## src/cpqs_pkg.sv

```systemverilog
// Shared constants and types for the closed polyline quad stroker.
package cpqs_pkg;

  localparam int CoordBits = 24;
  localparam int FracBits  = 8;
  localparam int WidthBits = 16;
  localparam int MagBits   = 31;
  localparam int SqBits    = 62;
  localparam int RootBits  = 31;
  localparam int UnitBits  = 15;
  localparam int QuotBits  = 15;
  localparam int ProdBits  = UnitBits + WidthBits;
  localparam int ScaleShift = 23 - FracBits;
  localparam logic [WidthBits-1:0] WidthReset = 16'd768;

  typedef logic signed [CoordBits-1:0] coord_t;

endpackage

```

## src/closed_polyline_quad_stroker.sv

```systemverilog
// Closed polyline quad stroker: one quad per segment, plus a closing quad.
// A point that ends a segment has its quad computed by a normalize loop, two 31-step squares,
// a 31-step root, two 48-step divisions and two 16-step multiplies, one bit per cycle; a
// zero-length segment goes from the normalize loop straight to the corners. A first point
// is only stored, and a lone final point's quad is valid in the next cycle; the
// input waits until each quad is taken. Synchronous active-high reset clears the state.
module closed_polyline_quad_stroker (
  input  logic                                clk,
  input  logic                                rst,
  input  logic                                cfg_valid,
  output logic                                cfg_ready,
  input  logic [cpqs_pkg::WidthBits-1:0]      line_width,
  input  logic                                in_valid,
  output logic                                in_ready,
  input  logic signed [cpqs_pkg::CoordBits-1:0] point_x,
  input  logic signed [cpqs_pkg::CoordBits-1:0] point_y,
  input  logic                                final_point,
  output logic                                out_valid,
  input  logic                                out_ready,
  output logic signed [cpqs_pkg::CoordBits-1:0] corner0_x,
  output logic signed [cpqs_pkg::CoordBits-1:0] corner0_y,
  output logic signed [cpqs_pkg::CoordBits-1:0] corner1_x,
  output logic signed [cpqs_pkg::CoordBits-1:0] corner1_y,
  output logic signed [cpqs_pkg::CoordBits-1:0] corner2_x,
  output logic signed [cpqs_pkg::CoordBits-1:0] corner2_y,
  output logic signed [cpqs_pkg::CoordBits-1:0] corner3_x,
  output logic signed [cpqs_pkg::CoordBits-1:0] corner3_y,
  output logic                                last_quad
);

  localparam int CB = cpqs_pkg::CoordBits;
  localparam int MB = cpqs_pkg::MagBits;
  localparam int SB = cpqs_pkg::SqBits;
  localparam int RB = cpqs_pkg::RootBits;
  localparam int UB = cpqs_pkg::UnitBits;
  localparam int WB = cpqs_pkg::WidthBits;
  localparam int PB = cpqs_pkg::ProdBits;
  localparam int SS = cpqs_pkg::ScaleShift;
  localparam int DB = CB + 1;

  typedef enum logic [3:0] {
    S_IDLE, S_NORM, S_SQX, S_SQY, S_ROOT, S_DIVX, S_DIVY, S_MULX, S_MULY,
    S_CORN, S_EMIT1, S_EMIT2
  } state_t;

  state_t state;
  logic [1:0] phase;
  logic [WB-1:0] width_reg;
  cpqs_pkg::coord_t prev_x, prev_y, cur_x, cur_y;
  cpqs_pkg::coord_t first0_x, first0_y, first1_x, first1_y;
  cpqs_pkg::coord_t end2_x, end2_y, end3_x, end3_y;
  logic fin;
  logic neg_x, neg_y;
  logic [MB-1:0] ax, ay;
  logic [SB-1:0] sq_acc, sq_mcand;
  logic [MB-1:0] sq_mplier;
  logic [5:0] cnt;
  logic [SB-1:0] rt_n;
  logic [SB-1:0] rt_r;
  logic [SB-1:0] rt_bit;
  logic [MB+UB:0] dv_num;
  logic [RB+1:0] dv_rem;
  logic [UB-1:0] dv_q, qx;
  logic [PB-1:0] ml_acc;
  logic [WB-1:0] ml_w;
  logic [UB-1:0] ml_a;
  logic [PB-SS:0] ox, oy;

  // Step values for the sequential root, divide and multiply (one bit each cycle), and point deltas.
  logic [SB:0] rt_try;
  logic [RB+1:0] dv_shift;
  logic [RB+1:0] dv_div;
  logic [PB-1:0] ml_sum;
  logic [DB:0] dx_full, dy_full;

  assign cfg_ready = (state == S_IDLE);
  assign in_ready  = (state == S_IDLE) && !out_valid;
  assign rt_try = {1'b0, rt_n} - ({1'b0, rt_r} + {1'b0, rt_bit});
  assign dv_shift = {dv_rem[RB:0], dv_num[MB+UB]};
  assign dv_div = {1'b0, rt_r[RB:0]};
  assign ml_sum = ml_acc + (ml_w[0] ? ({{(PB-UB){1'b0}}, ml_a} << cnt[3:0]) : '0);
  assign dx_full = {{2{point_x[CB-1]}}, point_x} - {{2{prev_x[CB-1]}}, prev_x};
  assign dy_full = {{2{point_y[CB-1]}}, point_y} - {{2{prev_y[CB-1]}}, prev_y};

  function automatic cpqs_pkg::coord_t sat_add(cpqs_pkg::coord_t p,
                                               logic [PB-SS:0] o,
                                               logic sub);
    logic signed [CB+1:0] s;
    logic signed [CB+1:0] ov;
    begin
      ov = $signed({{(CB+1-(PB-SS)){1'b0}}, o});
      s = sub ? ($signed({{2{p[CB-1]}}, p}) - ov) : ($signed({{2{p[CB-1]}}, p}) + ov);
      if (s > $signed({3'b000, {(CB-1){1'b1}}})) sat_add = {1'b0, {(CB-1){1'b1}}};
      else if (s < $signed({3'b111, {(CB-1){1'b0}}})) sat_add = {1'b1, {(CB-1){1'b0}}};
      else sat_add = s[CB-1:0];
    end
  endfunction

  logic [DB:0] mx, my;
  assign mx = dx_full[DB] ? -dx_full : dx_full;
  assign my = dy_full[DB] ? -dy_full : dy_full;

  always_ff @(posedge clk) begin
    if (rst) begin
      state <= S_IDLE;
      phase <= 2'd0;
      width_reg <= cpqs_pkg::WidthReset;
      out_valid <= 1'b0;
      prev_x <= '0; prev_y <= '0;
      first0_x <= '0; first0_y <= '0; first1_x <= '0; first1_y <= '0;
      end2_x <= '0; end2_y <= '0; end3_x <= '0; end3_y <= '0;
    end else begin
      if (out_valid && out_ready) out_valid <= 1'b0;
      unique case (state)
        S_IDLE: begin
          if (cfg_valid) width_reg <= line_width;
          if (in_valid && in_ready) begin
            cur_x <= point_x; cur_y <= point_y; fin <= final_point;
            if (phase == 2'd0) begin
              if (final_point) begin
                corner0_x <= point_x; corner0_y <= point_y;
                corner1_x <= point_x; corner1_y <= point_y;
                corner2_x <= point_x; corner2_y <= point_y;
                corner3_x <= point_x; corner3_y <= point_y;
                last_quad <= 1'b1; out_valid <= 1'b1;
              end else begin
                prev_x <= point_x; prev_y <= point_y; phase <= 2'd1;
              end
            end else begin
              neg_x <= dx_full[DB]; neg_y <= dy_full[DB];
              ax <= {{(MB-DB){1'b0}}, mx[DB-1:0]};
              ay <= {{(MB-DB){1'b0}}, my[DB-1:0]};
              state <= S_NORM;
            end
          end
        end
        S_NORM: begin
          if (ax == '0 && ay == '0) begin
            qx <= '0; ml_acc <= '0; cnt <= '0; state <= S_CORN;
            ox <= '0; oy <= '0;
          end else if (ax[MB-1] || ay[MB-1]) begin
            ax <= ax >> 1; ay <= ay >> 1;
          end else if (!ax[MB-2] && !ay[MB-2]) begin
            ax <= ax << 1; ay <= ay << 1;
          end else begin
            sq_acc <= '0; sq_mcand <= {{(SB-MB){1'b0}}, ax}; sq_mplier <= ax;
            cnt <= '0; state <= S_SQX;
          end
        end
        S_SQX, S_SQY: begin
          if (sq_mplier[0]) sq_acc <= sq_acc + sq_mcand;
          sq_mcand <= sq_mcand << 1; sq_mplier <= sq_mplier >> 1;
          cnt <= cnt + 6'd1;
          if (cnt == 6'(MB-1)) begin
            cnt <= '0;
            if (state == S_SQX) begin
              sq_mcand <= {{(SB-MB){1'b0}}, ay}; sq_mplier <= ay; state <= S_SQY;
            end else begin
              rt_n <= sq_acc + (sq_mplier[0] ? sq_mcand : '0);
              rt_r <= '0; rt_bit <= {2'b01, {(SB-2){1'b0}}}; state <= S_ROOT;
            end
          end
        end
        S_ROOT: begin
          if (!rt_try[SB]) begin
            rt_n <= rt_try[SB-1:0];
            rt_r <= (rt_r >> 1) + rt_bit;
          end else rt_r <= rt_r >> 1;
          rt_bit <= rt_bit >> 2;
          if (rt_bit[0]) begin
            cnt <= '0;
            dv_num <= {2'b00, ax, {(UB-1){1'b0}}};
            dv_rem <= '0; state <= S_DIVX;
          end
        end
        S_DIVX, S_DIVY: begin
          if (cnt == 6'd0) begin
            dv_num <= dv_num + {{(MB+UB+1-RB){1'b0}}, rt_r[RB:1]};
            cnt <= 6'd1;
          end else begin
            dv_num <= dv_num << 1;
            if (dv_shift >= dv_div) begin
              dv_rem <= dv_shift - dv_div; dv_q <= {dv_q[UB-2:0], 1'b1};
            end else begin
              dv_rem <= dv_shift; dv_q <= {dv_q[UB-2:0], 1'b0};
            end
            cnt <= cnt + 6'd1;
            if (cnt == 6'(MB+UB+1)) begin
              cnt <= '0; dv_rem <= '0;
              if (state == S_DIVX) begin
                qx <= {dv_q[UB-2:0], dv_shift >= dv_div};
                dv_num <= {2'b00, ay, {(UB-1){1'b0}}}; state <= S_DIVY;
              end else begin
                ml_acc <= {{(PB-SS){1'b0}}, 1'b1, {(SS-1){1'b0}}};
                ml_a <= {dv_q[UB-2:0], dv_shift >= dv_div};
                ml_w <= width_reg; state <= S_MULX;
              end
            end
          end
        end
        S_MULX, S_MULY: begin
          ml_acc <= ml_sum;
          ml_w <= ml_w >> 1; cnt <= cnt + 6'd1;
          if (cnt == 6'(WB-1)) begin
            cnt <= '0;
            if (state == S_MULX) begin
              ox <= {1'b0, ml_sum[PB-1:SS]};
              ml_acc <= {{(PB-SS){1'b0}}, 1'b1, {(SS-1){1'b0}}};
              ml_a <= qx; ml_w <= width_reg; state <= S_MULY;
            end else begin
              oy <= {1'b0, ml_sum[PB-1:SS]};
              state <= S_CORN;
            end
          end
        end
        S_CORN: begin
          // ox is |offset| from uy (sign neg_y), oy from ux (sign neg_x).
          if (phase == 2'd1) begin
            corner0_x <= sat_add(prev_x, ox, !neg_y); corner0_y <= sat_add(prev_y, oy, neg_x);
            corner1_x <= sat_add(prev_x, ox, neg_y); corner1_y <= sat_add(prev_y, oy, !neg_x);
            first0_x <= sat_add(prev_x, ox, !neg_y); first0_y <= sat_add(prev_y, oy, neg_x);
            first1_x <= sat_add(prev_x, ox, neg_y); first1_y <= sat_add(prev_y, oy, !neg_x);
          end else begin
            corner0_x <= end3_x; corner0_y <= end3_y;
            corner1_x <= end2_x; corner1_y <= end2_y;
          end
          corner2_x <= sat_add(cur_x, ox, neg_y); corner2_y <= sat_add(cur_y, oy, !neg_x);
          corner3_x <= sat_add(cur_x, ox, !neg_y); corner3_y <= sat_add(cur_y, oy, neg_x);
          end2_x <= sat_add(cur_x, ox, neg_y); end2_y <= sat_add(cur_y, oy, !neg_x);
          end3_x <= sat_add(cur_x, ox, !neg_y); end3_y <= sat_add(cur_y, oy, neg_x);
          prev_x <= cur_x; prev_y <= cur_y; phase <= 2'd2;
          last_quad <= 1'b0; out_valid <= 1'b1;
          state <= S_EMIT1;
        end
        S_EMIT1: begin
          if (out_ready) begin
            if (fin) begin
              corner0_x <= end3_x; corner0_y <= end3_y;
              corner1_x <= end2_x; corner1_y <= end2_y;
              corner2_x <= first1_x; corner2_y <= first1_y;
              corner3_x <= first0_x; corner3_y <= first0_y;
              last_quad <= 1'b1; out_valid <= 1'b1; phase <= 2'd0;
              state <= S_EMIT2;
            end else state <= S_IDLE;
          end
        end
        S_EMIT2: begin
          if (out_ready) state <= S_IDLE;
        end
        default: state <= S_IDLE;
      endcase
    end
  end

  a_emit_valid: assert property (@(posedge clk) disable iff (rst)
    (state == S_EMIT1 || state == S_EMIT2) |-> out_valid) else $error("emit without valid");
  a_no_accept_busy: assert property (@(posedge clk) disable iff (rst)
    (state != S_IDLE) |-> !in_ready) else $error("input ready while busy");
  a_close_last: assert property (@(posedge clk) disable iff (rst)
    (state == S_EMIT2) |-> last_quad) else $error("closing quad not marked");

endmodule
```

## config.mk

```make
export PLATFORM = sky130hd
export DESIGN_NAME = closed_polyline_quad_stroker
export DESIGN_NICKNAME = d
export VERILOG_FILES = /design/src/cpqs_pkg.sv /design/src/closed_polyline_quad_stroker.sv
export SDC_FILE = /design/constraint.sdc
export NUM_CORES = 2
export LEC_CHECK = 0
export BUFFER_PORTS_ARGS = -buffer_cell sky130_fd_sc_hd__buf_2
export CORE_MARGIN = 4
export CORE_UTILIZATION = 64
export DETAILED_ROUTE_END_ITERATION = 8
export PLACE_DENSITY_LB_ADDON = 0.15
export SLEW_MARGIN = 20
export SYNTH_ARGS = -nofsm -noshare
export SYNTH_HDL_FRONTEND = slang
export SYNTH_SLANG_ARGS = --single-unit
```

## constraint.sdc

```tcl
create_clock -name clk -period 22.7 [get_ports clk]
set_input_delay 4.54 -clock clk [delete_from_list [all_inputs] [get_ports clk]]
set_output_delay 4.54 -clock clk [all_outputs]
set_load 0.1 [all_outputs]
```

==> out/metrics.yaml <==
outcome:
  status: "complete, no violations"
global_routing:
  met2_usage: 0.575
  grt_util_met1: 0.480
  grt-busiest-layer: "met2"
  grt_pass1_wl_um: 367000
  grt_usage: 0.364
  grt_remaining_overflow: 0
  grt_max_degree: 124
  use_met3: 0.0727
  antenna_found_initial: 14
  grt_pass1_vias: 65400
flow_run:
  maxCapViolCount: 0
synthesis:
  synthMuxAreaShare: 0.0141
  ys.flop_type: "edfxtp_1"
  postSynthCellCount: 8690
  synthAdderAreaFrac: 0.0967
  synthArstFlopShare: 0
  synth_simple_gate_area_frac: 0.174
  ys_warn_count: 0
  yosysSeqAreaShare: 0.390
  synth_compound_area_frac: 0.221
  synth-edff-count: 824
  yosys-top-cells-area: "edfxtp_1 32%, ha_1 8.5%, dfxtp_1 6.8%"
  yosysTopAreaCellShare: 0.321
  synth_xor_area_frac: 0.0607
  syn_area_mm2: 0.0770
  syn-num-nets: 9327
  avgSynthCellArea_um2: 8.86
  yosys_register_bits: 1087
  yosysUniqueCellTypes: 116
  yosys.area.top_type: "edfxtp_1"
  synth_top_family_by_area: "compound AO/OA/AOI/OAI gates"
pwr:
  ir_worst_vdd_uv: 81.8
  power_mw: 8.91
  p_per_area_mw_per_mm2: 107
  power_leakage_nw: 33.7
sta:
  drv_slew: 0
  rsz0062_at_grt: "false"
  clock-skew-final_ns: 0.0242
  setup_tns_ns: 0
  finalHoldViolations: 0
  tightest_slew_ns: 1.18
  fmax_mhz: 122
  slew-limit-headroom: 0.212
  fin_crit_sh: 0.360
  layout_min_cycle_time_ns: 8.17
  setup_viol: 0
floorplan:
  core-area_mm2: 0.119
  fp.dieW_um: 355
  die_area_mm2: 0.126
  start_util: 0.649
  fp.dieH_um: 355
  row_count: 126
  ios: 266
final_layout:
  final_util: 0.704
  num-nets-final: 9344
  layout-drive-gt1-share: 0.0792
  most-common-layout-cells: "1,082 x nand2_1, 844 x a21oi_1, 824 x edfxtp_1"
  finalNonFillerCells: 10400
  nFillCells: 9522
  layout_commonest_cell: "nand2_1"
  area_growth_pct: 8.47
place:
  gp_congestion: 0.984
  dp_hpwl_um: 174000
  port_buffers: 265
  dpl.cell_count: 10200
cts:
  postCtsSetupRepairBufs: 0
  clk_path_buf_depth: 3
  tritoncts: "done"
  cts_resized: 0
  cts.sink_count: 1087
  cts_hold_buf: 0
  numCtsBuffers: 116
  htreeDepth: 3
  clockRootBuffer: "clkbuf_16"
  clkLatencyLatePin_ns: 0.74
  path_clk_slew_ns: 0.06
critical_path:
  path_common_cell: "inv_1"
  cpPeakStageDelay_ns: 0.59
  cp_cell_sequence: "buf_2 -> inv_1 -> ha_1 -> inv_1 -> fa_1 -> a211oi_1 -> o21ai_1 -> a32oi_1 -> a31oi_1 -> a41oi_1 -> a21oi_1 -> a31o_2 -> inv_1 -> o21ai_0 -> xnor2_1 -> nor2_1 -> a31oi_1"
  crit_type: "primary input to register"
  cp_slowest_cell: "a32oi_1"
  crit_path_start_kind: "primary input"
  path_max_fanout: 17
  crit_required_ns: 23.14
  end_kind: "register"
  cp_data_arrival_time_ns: 8.61
worst_hold_path:
  min_path_type: "register to register"
route:
  ant_nets: 0
  drc: 0
  first_pass_iters: 7
  vias: 68300
  wl_per_cell_um: 22.7
  drt-initial-drc-count: 7537
  wirelength_um: 236000
  avgViaCountPerCell: 6.55
## routing by layer
layer,vias to the layer above,part of all wire
li1,31700,-
met2,3423,0.45
met1,32400,0.40
met4,6,0.056
met3,717,0.094
met5,-,0.00018
## synthesized netlist by cell type, types with 54 or more instances
cell,instances
a211oi_1,95
a21o_1,218
a21oi_1,846
a221o_1,106
a22o_1,101
a311oi_1,62
a31oi_1,123
and2_1,137
and3_1,170
clkbuf_1,379
dfxtp_1,263
edfxtp_1,824
ha_1,520
inv_1,431
mux2i_1,98
nand2_1,1085
nand2b_1,78
nand3_1,125
nand4_1,86
nor2_1,769
nor2b_1,85
nor3_1,160
o211ai_1,54
o21a_1,80
o21ai_0,468
o21bai_1,67
xnor2_1,363
xor2_1,171
## power by group
part	internal (mW)	switching [mW]
Combinational	1.31	2.69
Clock	1.19	0.844
Sequential	2.56	0.323
## cells by family (layout without fill, tap and decap cells)
kind of cell    Yosys count  count (layout)
compound gates         2602            2602
xor+xnor                534             534
fa+ha+maj               567             567
buf+inv                 878             997
flops                  1087            1087
mux                     106             106
other cells               0              11
simple gates           2916            2916
## worst max-delay path, delay by kind of cell
family	cells	cell delay, ns
AO/OA/AOI/OAI	9	2.49
XOR/XNOR	1	0.17
adder cells (fa/ha/maj)	2	0.61
buffers and inverters	4	0.68
AND/OR/NAND/NOR	1	0.11
## cell type report
class                           instances  area, um2  share of cell area
Clock inverter                         67        763             0.00914
Timing Repair Buffer                  344       1950              0.0234
Tap cell                             1600       2000              0.0240
Antenna cell                           11       27.5            0.000330
Inverter                              433       1630              0.0195
Multi-Input combinational cell       6725      43900               0.525
Clock buffer                          153       3280              0.0393
Sequential cell                      1087      30000               0.359
## through the flow
step           setup WS, ns  hold WS [ns]  cell area (um2)
2_1_floorplan          3.37         0.420            77000
3_3_place_gp          14.10         0.432            79400
3_5_place_dp          13.96         0.442            79400
4_1_cts               14.67         0.453            83500
5_1_grt               14.31         0.470            83500
6_report              14.53         0.456            83500
## worst paths after layout
path | start | to | slack, ns | cells after the start
worst max register to register | rt_bit[0] | rt_r[5] | 16.35 | 18
worst max-delay path | point_y[0] | ay[9] | 14.53 | 17
worst min-delay path | end3_y[13] | end3_y[13] | 0.46 | 2
worst min register to register | end3_y[13] | end3_y[13] | 0.46 | 2
(Power assumes the default switching activity.)
